===== src/key_matrix_scan_event_queue_macros.svh =====
// Assertion macros shared by the key matrix scan event queue RTL.
`ifndef KEY_MATRIX_SCAN_EVENT_QUEUE_MACROS_SVH
`define KEY_MATRIX_SCAN_EVENT_QUEUE_MACROS_SVH

// Consequence must hold in the same cycle as the antecedent.
`define KMSQ_ASSERT_SAME(label, clk, rst_n, ante, cons, msg) \
    label: assert property (@(posedge clk) disable iff (!rst_n) (ante) |-> (cons)) \
        else $error(msg);

// Consequence must hold in the cycle after the antecedent.
`define KMSQ_ASSERT_NEXT(label, clk, rst_n, ante, cons, msg) \
    label: assert property (@(posedge clk) disable iff (!rst_n) (ante) |=> (cons)) \
        else $error(msg);

`endif


===== src/kmsq_pkg.sv =====
// Shared types and constants for the key matrix scan event queue.
package kmsq_pkg;

    localparam int ROW_W = 3;
    localparam int COL_W = 8;
    localparam int KEY_W = 7;

    localparam logic KIND_SCAN = 1'b0;
    localparam logic KIND_POP  = 1'b1;

    localparam int SHIFT_ROW_A     = 3;
    localparam int SHIFT_BIT_A     = 0;
    localparam int SHIFT_ROW_B     = 5;
    localparam int SHIFT_BIT_B     = 6;
    localparam int CONTROL_KEY_ROW = 2;
    localparam int CONTROL_KEY_BIT = 0;

    typedef struct packed {
        logic             ctrl;
        logic             shift;
        logic [KEY_W-1:0] key;
    } t_event;

    typedef struct packed {
        logic   valid;
        t_event evt;
    } t_push;

endpackage


===== src/kmsq_ram.sv =====
// Generic single-write, single-read RAM with registered read data.
module kmsq_ram #(
    parameter int WIDTH = 9,
    parameter int DEPTH = 16
) (
    input  logic                     i_clk,
    input  logic                     i_we,
    input  logic [$clog2(DEPTH)-1:0] i_waddr,
    input  logic [WIDTH-1:0]         i_wdata,
    input  logic                     i_re,
    input  logic [$clog2(DEPTH)-1:0] i_raddr,
    output logic [WIDTH-1:0]         o_rdata
);

    logic [WIDTH-1:0] r_mem [DEPTH];
    logic [WIDTH-1:0] r_rdata;

    always_ff @(posedge i_clk) begin
        if (i_we) begin
            r_mem[i_waddr] <= i_wdata;
        end
        if (i_re) begin
            r_rdata <= r_mem[i_raddr];
        end
    end

    assign o_rdata = r_rdata;

endmodule


===== src/kmsq_scan.sv =====
// Per-row column history, key press detection and modifier sampling.
module kmsq_scan #(
    parameter int ROW_COUNT = 8
) (
    input  logic                       i_clk,
    input  logic                       i_rst_n,
    input  logic                       i_scan,
    input  logic [kmsq_pkg::ROW_W-1:0] i_row,
    input  logic [kmsq_pkg::COL_W-1:0] i_columns,
    output kmsq_pkg::t_push            o_push
);

    logic [kmsq_pkg::COL_W-1:0] r_prev [ROW_COUNT];
    logic [kmsq_pkg::COL_W-1:0] n_prev [ROW_COUNT];
    logic [kmsq_pkg::COL_W-1:0] w_sel;
    logic [kmsq_pkg::COL_W-1:0] w_diff;
    logic [kmsq_pkg::ROW_W-1:0] w_col;
    logic                       w_hit;
    logic                       w_changed;
    logic                       w_press;
    logic                       w_shift;
    logic                       w_ctrl;

    always_comb begin
        w_hit = i_scan && ({1'b0, i_row} < (kmsq_pkg::ROW_W + 1)'(ROW_COUNT));
        w_sel = '0;
        for (int r = 0; r < ROW_COUNT; r++) begin
            if (i_row == kmsq_pkg::ROW_W'(r)) begin
                w_sel = r_prev[r];
            end
        end
        w_diff    = i_columns ^ w_sel;
        w_changed = w_hit && (w_diff != '0);
        w_press   = w_changed && ((w_diff & i_columns) == '0);

        // The highest-numbered low column wins.
        w_col = '0;
        for (int i = 0; i < kmsq_pkg::COL_W; i++) begin
            if (!i_columns[i]) begin
                w_col = kmsq_pkg::ROW_W'(i);
            end
        end

        for (int r = 0; r < ROW_COUNT; r++) begin
            n_prev[r] = (w_changed && (i_row == kmsq_pkg::ROW_W'(r))) ? i_columns : r_prev[r];
        end

        // Modifiers are sampled after this row's update.
        w_shift = 1'b0;
        w_ctrl  = 1'b0;
        for (int r = 0; r < ROW_COUNT; r++) begin
            if (r == kmsq_pkg::SHIFT_ROW_A && !n_prev[r][kmsq_pkg::SHIFT_BIT_A]) begin
                w_shift = 1'b1;
            end
            if (r == kmsq_pkg::SHIFT_ROW_B && !n_prev[r][kmsq_pkg::SHIFT_BIT_B]) begin
                w_shift = 1'b1;
            end
            if (r == kmsq_pkg::CONTROL_KEY_ROW && !n_prev[r][kmsq_pkg::CONTROL_KEY_BIT]) begin
                w_ctrl = 1'b1;
            end
        end

        o_push.valid     = w_press;
        o_push.evt.ctrl  = w_ctrl;
        o_push.evt.shift = w_shift;
        o_push.evt.key   = kmsq_pkg::KEY_W'({i_row, w_col}) + kmsq_pkg::KEY_W'(1);
    end

    always_ff @(posedge i_clk) begin
        if (!i_rst_n) begin
            r_prev <= '{default: '0};
        end else begin
            r_prev <= n_prev;
        end
    end

endmodule


===== src/kmsq_ring.sv =====
// Event ring with read and write pointers around a RAM.
`include "key_matrix_scan_event_queue_macros.svh"

module kmsq_ring #(
    parameter int QUEUE_DEPTH = 16
) (
    input  logic             i_clk,
    input  logic             i_rst_n,
    input  kmsq_pkg::t_push  i_push,
    input  logic             i_pop,
    output logic             o_empty,
    output kmsq_pkg::t_event o_rdata
);

    localparam int PTR_W = $clog2(QUEUE_DEPTH);

    logic [PTR_W-1:0] r_wr_ptr;
    logic [PTR_W-1:0] r_rd_ptr;
    logic [PTR_W-1:0] n_wr_ptr;
    logic [PTR_W-1:0] n_rd_ptr;
    logic             w_full;
    logic             w_we;
    logic             w_re;

    always_comb begin
        n_wr_ptr = (r_wr_ptr == PTR_W'(QUEUE_DEPTH - 1)) ? '0 : r_wr_ptr + 1'b1;
        n_rd_ptr = (r_rd_ptr == PTR_W'(QUEUE_DEPTH - 1)) ? '0 : r_rd_ptr + 1'b1;
        o_empty  = (r_rd_ptr == r_wr_ptr);
        w_full   = (n_wr_ptr == r_rd_ptr);
        w_we     = i_push.valid && !w_full;
        w_re     = i_pop && !o_empty;
    end

    always_ff @(posedge i_clk) begin
        if (!i_rst_n) begin
            r_wr_ptr <= '0;
            r_rd_ptr <= '0;
        end else begin
            if (w_we) begin
                r_wr_ptr <= n_wr_ptr;
            end
            if (w_re) begin
                r_rd_ptr <= n_rd_ptr;
            end
        end
    end

    kmsq_ram #(
        .WIDTH($bits(kmsq_pkg::t_event)),
        .DEPTH(QUEUE_DEPTH)
    ) u_ram (
        .i_clk  (i_clk),
        .i_we   (w_we),
        .i_waddr(r_wr_ptr),
        .i_wdata(i_push.evt),
        .i_re   (w_re),
        .i_raddr(r_rd_ptr),
        .o_rdata(o_rdata)
    );

    `KMSQ_ASSERT_NEXT(a_full_drops, i_clk, i_rst_n, i_push.valid && w_full, $stable(r_wr_ptr), "push into a full ring moved the write pointer")
    `KMSQ_ASSERT_NEXT(a_pop_moves, i_clk, i_rst_n, i_pop && !o_empty, r_rd_ptr != $past(r_rd_ptr), "pop of a queued item did not advance")
    `KMSQ_ASSERT_SAME(a_no_clash, i_clk, i_rst_n, i_pop, !i_push.valid, "push and pop in the same cycle")

endmodule


===== src/key_matrix_scan_event_queue.sv =====
// Top level of the key matrix scan event queue.
//
// An input item is either a row scan (kind low) carrying a row number and its
// active-low column word, or a pop request (kind high). Row scans return
// nothing; they update the stored column word of the row and may queue a key
// press event together with the shift and ctrl state. A pop returns one
// result item: the oldest queued event, or zero fields with was_empty set.
// Both channels use valid and stall; an item moves when valid is high and
// stall is low. Items enter an input register and are processed from there;
// a pop result is registered in the output register. One item per cycle is
// sustained as long as the receiver keeps taking results. When the receiver
// stalls, a pending pop result holds and a pop waiting behind it holds the
// input register, which raises o_in_stall; row scans still drain while no pop
// is waiting. Reset clears the stored column words to all pressed, empties
// the event ring and drops any item in flight. The ring holds one event less
// than its depth; further events are dropped.
`include "key_matrix_scan_event_queue_macros.svh"

module key_matrix_scan_event_queue #(
    parameter int QUEUE_DEPTH = 16,
    parameter int ROW_COUNT   = 8
) (
    input  logic                       i_clk,
    input  logic                       i_rst_n,
    input  logic                       i_in_valid,
    output logic                       o_in_stall,
    input  logic                       i_kind,
    input  logic [kmsq_pkg::ROW_W-1:0] i_row,
    input  logic [kmsq_pkg::COL_W-1:0] i_columns,
    output logic                       o_out_valid,
    input  logic                       i_out_stall,
    output logic [kmsq_pkg::KEY_W-1:0] o_key_number,
    output logic                       o_shift_held,
    output logic                       o_ctrl_held,
    output logic                       o_was_empty
);

    logic                       r_in_valid;
    logic                       r_in_kind;
    logic [kmsq_pkg::ROW_W-1:0] r_row;
    logic [kmsq_pkg::COL_W-1:0] r_columns;
    logic                       r_out_valid;
    logic                       r_out_empty;
    logic                       w_out_free;
    logic                       w_adv;
    logic                       w_pop;
    logic                       w_empty;
    kmsq_pkg::t_push            w_push;
    kmsq_pkg::t_event           w_rdata;

    always_comb begin
        w_out_free = !r_out_valid || !i_out_stall;
        w_adv      = r_in_valid && ((r_in_kind == kmsq_pkg::KIND_SCAN) || w_out_free);
        w_pop      = w_adv && (r_in_kind == kmsq_pkg::KIND_POP);
        o_in_stall = r_in_valid && !w_adv;
    end

    always_ff @(posedge i_clk) begin
        if (!i_rst_n) begin
            r_in_valid  <= 1'b0;
            r_out_valid <= 1'b0;
        end else begin
            if (!o_in_stall) begin
                r_in_valid <= i_in_valid;
            end
            if (w_pop) begin
                r_out_valid <= 1'b1;
            end else if (!i_out_stall) begin
                r_out_valid <= 1'b0;
            end
        end
    end

    always_ff @(posedge i_clk) begin
        if (!o_in_stall) begin
            r_in_kind <= i_kind;
            r_row     <= i_row;
            r_columns <= i_columns;
        end
        if (w_pop) begin
            r_out_empty <= w_empty;
        end
    end

    kmsq_scan #(
        .ROW_COUNT(ROW_COUNT)
    ) u_scan (
        .i_clk    (i_clk),
        .i_rst_n  (i_rst_n),
        .i_scan   (w_adv && (r_in_kind == kmsq_pkg::KIND_SCAN)),
        .i_row    (r_row),
        .i_columns(r_columns),
        .o_push   (w_push)
    );

    kmsq_ring #(
        .QUEUE_DEPTH(QUEUE_DEPTH)
    ) u_ring (
        .i_clk  (i_clk),
        .i_rst_n(i_rst_n),
        .i_push (w_push),
        .i_pop  (w_pop),
        .o_empty(w_empty),
        .o_rdata(w_rdata)
    );

    assign o_out_valid  = r_out_valid;
    assign o_was_empty  = r_out_empty;
    assign o_key_number = r_out_empty ? '0 : w_rdata.key;
    assign o_shift_held = !r_out_empty && w_rdata.shift;
    assign o_ctrl_held  = !r_out_empty && w_rdata.ctrl;

    `KMSQ_ASSERT_NEXT(a_held_item, i_clk, i_rst_n, r_in_valid && !w_adv, r_in_valid, "held item was lost")
    `KMSQ_ASSERT_NEXT(a_pop_result, i_clk, i_rst_n, w_pop, r_out_valid, "pop did not produce a result")
    `KMSQ_ASSERT_SAME(a_pop_room, i_clk, i_rst_n, w_pop, w_out_free, "pop advanced into a full output register")

endmodule

===== config.mk =====
export PLATFORM = sky130hd
export DESIGN_NAME = key_matrix_scan_event_queue
export DESIGN_NICKNAME = d
export VERILOG_FILES = /design/src/kmsq_pkg.sv /design/src/kmsq_ram.sv /design/src/kmsq_scan.sv /design/src/kmsq_ring.sv /design/src/key_matrix_scan_event_queue.sv
export VERILOG_INCLUDE_DIRS = /design/src /design/src/src
export SDC_FILE = /design/constraint.sdc
export NUM_CORES = 1
export LEC_CHECK = 0
export ABC_AREA = 0
export CAP_MARGIN = 20
export CELL_PAD_IN_SITES_DETAIL_PLACEMENT = 1
export CELL_PAD_IN_SITES_GLOBAL_PLACEMENT = 1
export CORE_MARGIN = 5
export CORE_UTILIZATION = 49
export DETAILED_ROUTE_END_ITERATION = 8
export DONT_BUFFER_PORTS = 1
export GPL_TIMING_DRIVEN = 0
export HOLD_SLACK_MARGIN = 0.05
export PLACE_DENSITY = 0.8
export SYNTH_ARGS = -nofsm -noshare
export SYNTH_HDL_FRONTEND = slang
export SYNTH_SLANG_ARGS = --single-unit

===== constraint.sdc =====
create_clock -name i_clk -period 3.1 [get_ports i_clk]
set_input_delay 0 -clock i_clk [delete_from_list [all_inputs] [get_ports i_clk]]
set_output_delay 0 -clock i_clk [all_outputs]
set_load 0.02 [all_outputs]

-- After elaboration in Yosys (flattened, before gate mapping)
Memories as Yosys holds them, arrays and structs flattened. A register that Yosys moved wholly into a read port is not among the register bits.
Index checks and enable logic that the tools add are counted.
- memory bits (writable): 144
- memories: 1
- input port bits: 16
- word-level logic and storage cells: 95
- register bits: 87
- memories (memory ; words ; bits a word ; rd ports ; clocked after Yosys merged registers in ; wr ports ; RTL line ; text):
    u_ring.u_ram.r_mem ; 16 ; 9 ; 1 ; 1 ; 1 ; kmsq_ram.sv:15 ; logic [WIDTH-1:0] r_mem [DEPTH];
- equality and inequality tests: 12
- mux-type cells: 28
- add/subtract/negate cells: 3
- reductions and logical operators: 29
- bitwise operators: 3
- operator list (cell ; count):
    $mux W8 ; 8
    $logic_and A1 B1 Y1 ; 18
    $mux W7 ; 2
    $eq A3 B3 Y1 const B ; 4
    $mux W3 ; 4
    $mux W1 ; 10
    $add A4 B1 Y4 const B ; 2
    $and A8 B8 Y8 ; 1
    $eq A4 B4 Y1 ; 2
    $eq A4 B4 Y1 const B ; 2
    $logic_not A8 Y1 ; 1
    $mux W4 ; 2
    $reduce_bool A8 Y1 ; 1
    $xor A8 B8 Y8 ; 1
    $add A6 B1 Y7 const B ; 1
    $eq A3 B2 Y1 const B ; 2
    $logic_not A1 Y1 ; 6
    $mux W2 ; 2
    $eq A3 B1 Y1 const B ; 1
    $logic_not A3 Y1 ; 1
    $logic_or A1 B1 Y1 ; 2
    $ne A2 B1 Y1 const B ; 1
    $not A1 Y1 ; 1

-- Logic depth before layout (Yosys ltp)
- depth after elaboration: 16
- mapped depth: 12
- gate-level depth less buffers: 8

-- Cells and area by module
From an unflattened synthesis, not the netlist that was laid out.
- cells, all modules: 659
- area, all modules: 10314.9 um^2
- modules (own cells, without submodules) (module ; cells an instance ; times used ; seq. area each (um^2) ; area an instance (um^2)):
    kmsq_ram ; 254 ; 1 ; 4594.4 ; 5870.6
    kmsq_scan ; 315 ; 1 ; 1281.2 ; 3393.3
    key_matrix_scan_event_queue ; 32 ; 1 ; 430.4 ; 538.0
    kmsq_ring ; 58 ; 1 ; 160.2 ; 513.0

-- Worst setup path after synthesis
No wires, ideal clock.
- path type: reg2reg
- start point: reg r_row[0] in the netlist's numbering
- end point: mem u_ring.u_ram.r_mem[0][8], data pin
- data required time: 2.797 ns
- path slack: -0.062 ns
- cell stages (with the launch flop): 12
- data arrival time: 2.859 ns
- library setup time: 0.303 ns
- period minus slack after synthesis: 3.162 ns
- path through: edfxtp_1 -> buf_2 -> buf_2 -> mux4_2 -> mux2i_1 -> ha_1 -> nand4_1 -> o211a_1 -> buf_2 -> nand4bb_1 -> buf_4 -> mux2i_1
- RTL lines (what ; RTL line ; text):
    start, declared ; key_matrix_scan_event_queue.sv:40 ; logic [kmsq_pkg::ROW_W-1:0] r_row;
    start signal, assigned ; key_matrix_scan_event_queue.sv:77 ; r_row <= i_row;
    end, declared ; kmsq_ram.sv:15 ;

-- Final worst setup path
- start point: reg r_row[0] in the netlist's numbering
- end point: mem u_ring.u_ram.r_mem[6][7], enable pin
- longest elaborated chain between the ends: 16
- elaborated cells on any way between the ends: 25
- classes of those cells: eq/ne: 7; mux: 10; bitwise: 2; reduce/logical: 6
- RTL lines (what ; RTL line ; text):
    $logic_not A3 Y1 ; kmsq_scan.sv:28 ; if (i_row == kmsq_pkg::ROW_W'(r)) begin
    $mux W8 (7 in series) ; kmsq_scan.sv:28 ;
    $mux W8 (*) ; kmsq_scan.sv:28 ;
    $xor A8 B8 Y8 (*) ; kmsq_scan.sv:32 ; w_diff = i_columns ^ w_sel;
    $and A8 B8 Y8 / $reduce_bool A8 Y1 (equally long branches) ; kmsq_scan.sv:34, kmsq_scan.sv:33 ;
    $logic_not A8 Y1 / $logic_and A1 B1 Y1 (equally long branches) ; kmsq_scan.sv:34, kmsq_scan.sv:33 ;
    $logic_and A1 B1 Y1 (*) ; kmsq_scan.sv:34 ; w_press = w_changed && ((w_diff & i_columns) == '0);
    $logic_and A1 B1 Y1 (*) ; kmsq_ring.sv:30 ; w_we = i_push.valid && !w_full;
    $mux W1 (*) ; kmsq_ram.sv:19 ; if (i_we) begin
    $mux W1 (not written as such) (*) ; kmsq_ram.sv:20 ; r_mem[i_waddr] <= i_wdata;
Mark *: on every way between the ends. The rest lies on a longest branch, timed or not.

==> run metrics <==
outcome=complete, but fails checks; failing checks=setup timing; Setup violations, final=152; syn_area_per_cell=15.8 sq um; initial antenna violation count=0; Required @ worst endpoint=3.35 ns; Vias/cell=5.90; share of the synthesized area in the top cell type=0.485; row count=53; remaining global-route overflow=0; Starting DRT DRC Count=404; R2R Setup Slk=-0.14 ns; Max IR drop VDD=462 uV; CP startpoint kind=register; Core Box Area=20,800 sq um; synth warn=0; final core occ=0.597; CTS root buf=clkbuf_16; sequential share of the synthesized area=0.630; Setup TNS=-9.36 ns; clk_lat worst skew=0.54 ns; Synth Register Bits=240; GPL Wtd Cong=0.843; Final Max Tran Viols=0; Clock Path Buffers=3; crit share post-route=1.05; cell breakdown of the critical path=buf_6 -> buf_12 -> buf_4 -> mux4_2 -> mux2i_2 -> ha_1 -> nand4_1 -> o211a_1 -> buf_6 -> nand3_4 -> a21oi_4 -> buf_6 -> buf_16 -> and3_4; top cell family by delay on the critical path=buffers and inverters; # placed instances=929; CP endpoint kind=register; Max Clk Rate=0.309 GHz; Remaining DRCs=0; Non-Filler Instances=1,034; crit-path most repeated cell=buf_6; CTS tree=done; Worst Hold Class=in2reg; crit-path max FO=8; Cells after Synth=651; WL/cell=27.1 um; die area=24,000 sq um; ANT nets after route=0; Leakage=4.57 nW; crit path buf inv count=6; PwrDens=558 nW/um^2; Hold Path Cell Cnt=1; Detailed Place HPWL=15,900 um; largest cells by area after synthesis=edfxtp_1, dfxtp_1, mux4_2; # port buffers=0; DRT Pass-1 Iters=4; routed wire length=28,100 um; clock net sink count=240; hold wc startpoint=i_columns[0]; final net count=770; vias in the first global route=6,701; max_cap viols=0; clk slew on worst S/H paths=0.06 ns; Synth Cell Area=10,300 sq um; share of cells above drive strength 1=0.279; PnR worst setup slack=-0.141 ns; FF-to-FF End=u_ring.u_ram.r_mem[6][7]$_DFFE_PP_; CP max stage cell=mux4_2; Antenna diodes=0; RSZ-0062 raised after global routing=true; Hold EP=r_columns[0]$_DFFE_PN_; Yosys cell types=46; largest net degree at the start of global routing=18; Final min period=3.24 ns; Yosys top cell by area=edfxtp_1; first-pass GRT wire length=41,000 um; H-tree levels=1; synthesis-to-finish area growth=21.1%; worst r2r path cells=14; Post-Syn Nets=681; Final Hold Viols=0; Die Y=155 um; crit path kind=reg2reg; Max-Slew Margin vs Limit=0.274; starting density of the core=0.493; TritonCTS Buffers=25; Worst R2R Start=r_row[0]$_DFFE_PN_; Die X=155 um; Ports=28; worst slew pin tran=1.08 ns; Vias=6,103; post-place setup slack=-0.855 ns; Worst Skew=0.0211 ns; gr usage total=0.228; max incr delay on CP=0.43 ns; crit path DAT=3.49 ns
sequential cells by signal, indices dropped and copies added (netlist names), named ones only:
signal / flops
o_out_valid: 1
o_was_empty: 1
r_columns: 8
r_in_kind: 1
r_in_valid: 1
r_row: 3
u_ring.r_rd_ptr: 4
u_ring.r_wr_ptr: 4
u_ring.u_ram.o_rdata: 9
u_ring.u_ram.r_mem: 144
u_scan.r_prev: 63
cells in the mapped netlist (all sizes together):
| cell | count |
|---|---|
| a211oi | 9 |
| a21boi | 2 |
| a21o | 1 |
| a21oi | 13 |
| a31o | 1 |
| a31oi | 3 |
| and2 | 8 |
| and2b | 1 |
| and3 | 12 |
| buf | 27 |
| clkbuf | 22 |
| dfxtp | 74 |
| edfxtp | 166 |
| ha | 14 |
| inv | 7 |
| mux2i | 87 |
| mux4 | 52 |
| nand2 | 19 |
| nand2b | 2 |
| nand3 | 7 |
| nand3b | 1 |
| nand4 | 6 |
| nand4b | 2 |
| nand4bb | 1 |
| nor2 | 6 |
| nor2b | 86 |
| nor3 | 1 |
| nor3b | 1 |
| nor4 | 2 |
| o211a | 1 |
| o21a | 2 |
| o21ai | 1 |
| or2 | 1 |
| xnor2 | 10 |
| xor2 | 3 |
worst reg2reg max path, cell delays in order (launching register included):
cell      delay [ns]
edfxtp_1        0.37
buf_6           0.15
buf_12          0.14
buf_4           0.13
mux4_2          0.43
mux2i_2         0.18
ha_1            0.26
nand4_1         0.10
o211a_1         0.19
buf_6           0.13
nand3_4         0.08
a21oi_4         0.27
buf_6           0.17
buf_16          0.13
and3_4          0.25
where the power goes:
part	internal (mW)	total [mW]	switching, mW	leakage, nW
clock network	1.95	3.20	1.24	0.447
logic	0.109	0.279	0.171	1.99
registers	3.45	3.47	0.0144	2.13
repair_timing:
item                                    4_1_cts  5_1_grt
endpoints found under the setup margin      260      221
setup buffers                                17       13
gates resized for setup                      68       25
hold buffers                                 16        0
pin swaps                                     5       11
hold endpoints to repair                     59        0
cloned                                       11        6
metrics by stage:
step | hold WS, ns | power [mW] | cell area (sq um)
global placement | 0.0989 | 3.72 | 10600
finish | 0.107 | 6.94 | 12400
floorplan | 0.0989 | 3.66 | 10300
global route | 0.0942 | 7.14 | 12400
CTS | 0.0768 | 6.94 | 12200
detailed placement | 0.0989 | 3.75 | 10700
cells in the final DEF (no fill, tap or decap), types with 9 or more instances in the layout:
cell	n
a211oi_1	9
a21oi_1	10
and3_4	21
buf_4	28
buf_6	16
clkbuf_1	23
clkbuf_16	27
dfxtp_1	74
dlygate4sd3_1	16
edfxtp_1	166
ha_1	14
mux2i_1	79
mux4_2	52
nand2_1	18
nor2b_1	86
how the worst max path moves through the flow:
stage	from	to	depth (start not counted)	slack (ns)
after detailed placement	r_row[1]$_DFFE_PN_	u_ring.u_ram.r_mem[6][7]$_DFFE_PP_	12	-0.86
after global routing	r_row[0]$_DFFE_PN_	u_ring.u_ram.r_mem[6][4]$_DFFE_PP_	13	-0.26
after CTS	r_row[0]$_DFFE_PN_	u_ring.u_ram.r_mem[4][7]$_DFFE_PP_	12	-0.11
final	r_row[0]$_DFFE_PN_	u_ring.u_ram.r_mem[6][7]$_DFFE_PP_	14	-0.14
after floorplan	r_row[0]$_DFFE_PN_	u_ring.u_ram.r_mem[0][7]$_DFFE_PP_	12	0.02
after global placement	r_row[1]$_DFFE_PN_	u_ring.u_ram.r_mem[6][7]$_DFFE_PP_	12	-0.77
kinds of logic (layout without fill, tap and decap cells):
kind of cell               Yosys count  after routing  synth area share
DFF                                240            240             0.630
and+or+nand+nor                    156            170            0.0925
muxes                              139            139             0.199
buffers and inverters               56            150            0.0279
AOI/OAI and AO/OA                   33             33            0.0224
adders and majority gates           14             14            0.0171
xor gates and xnor gates            13             13            0.0118
per-layer routing:
layer  routed length, um  part of all wire  vias to the layer above  global-route usage
met1               11100              0.40                     3160               0.283
met4                 902             0.032                        0              0.0845
met3                1530             0.055                       59              0.0372
met5                   0                 0                        -                   0
li1                    -                 -                     2651                   -
met2               14500              0.52                      233               0.403
layout make-up:
type	instances	area (sq um)
fill	1895	8390
sequential	240	6470
multi-input combinational	369	3870
tap	275	344
timing repair buffer	50	495
clock buffer	40	810
clock inverter	6	83.8
buffer	47	338
inverter	7	26.3
Power figures use the tool's default switching activity.
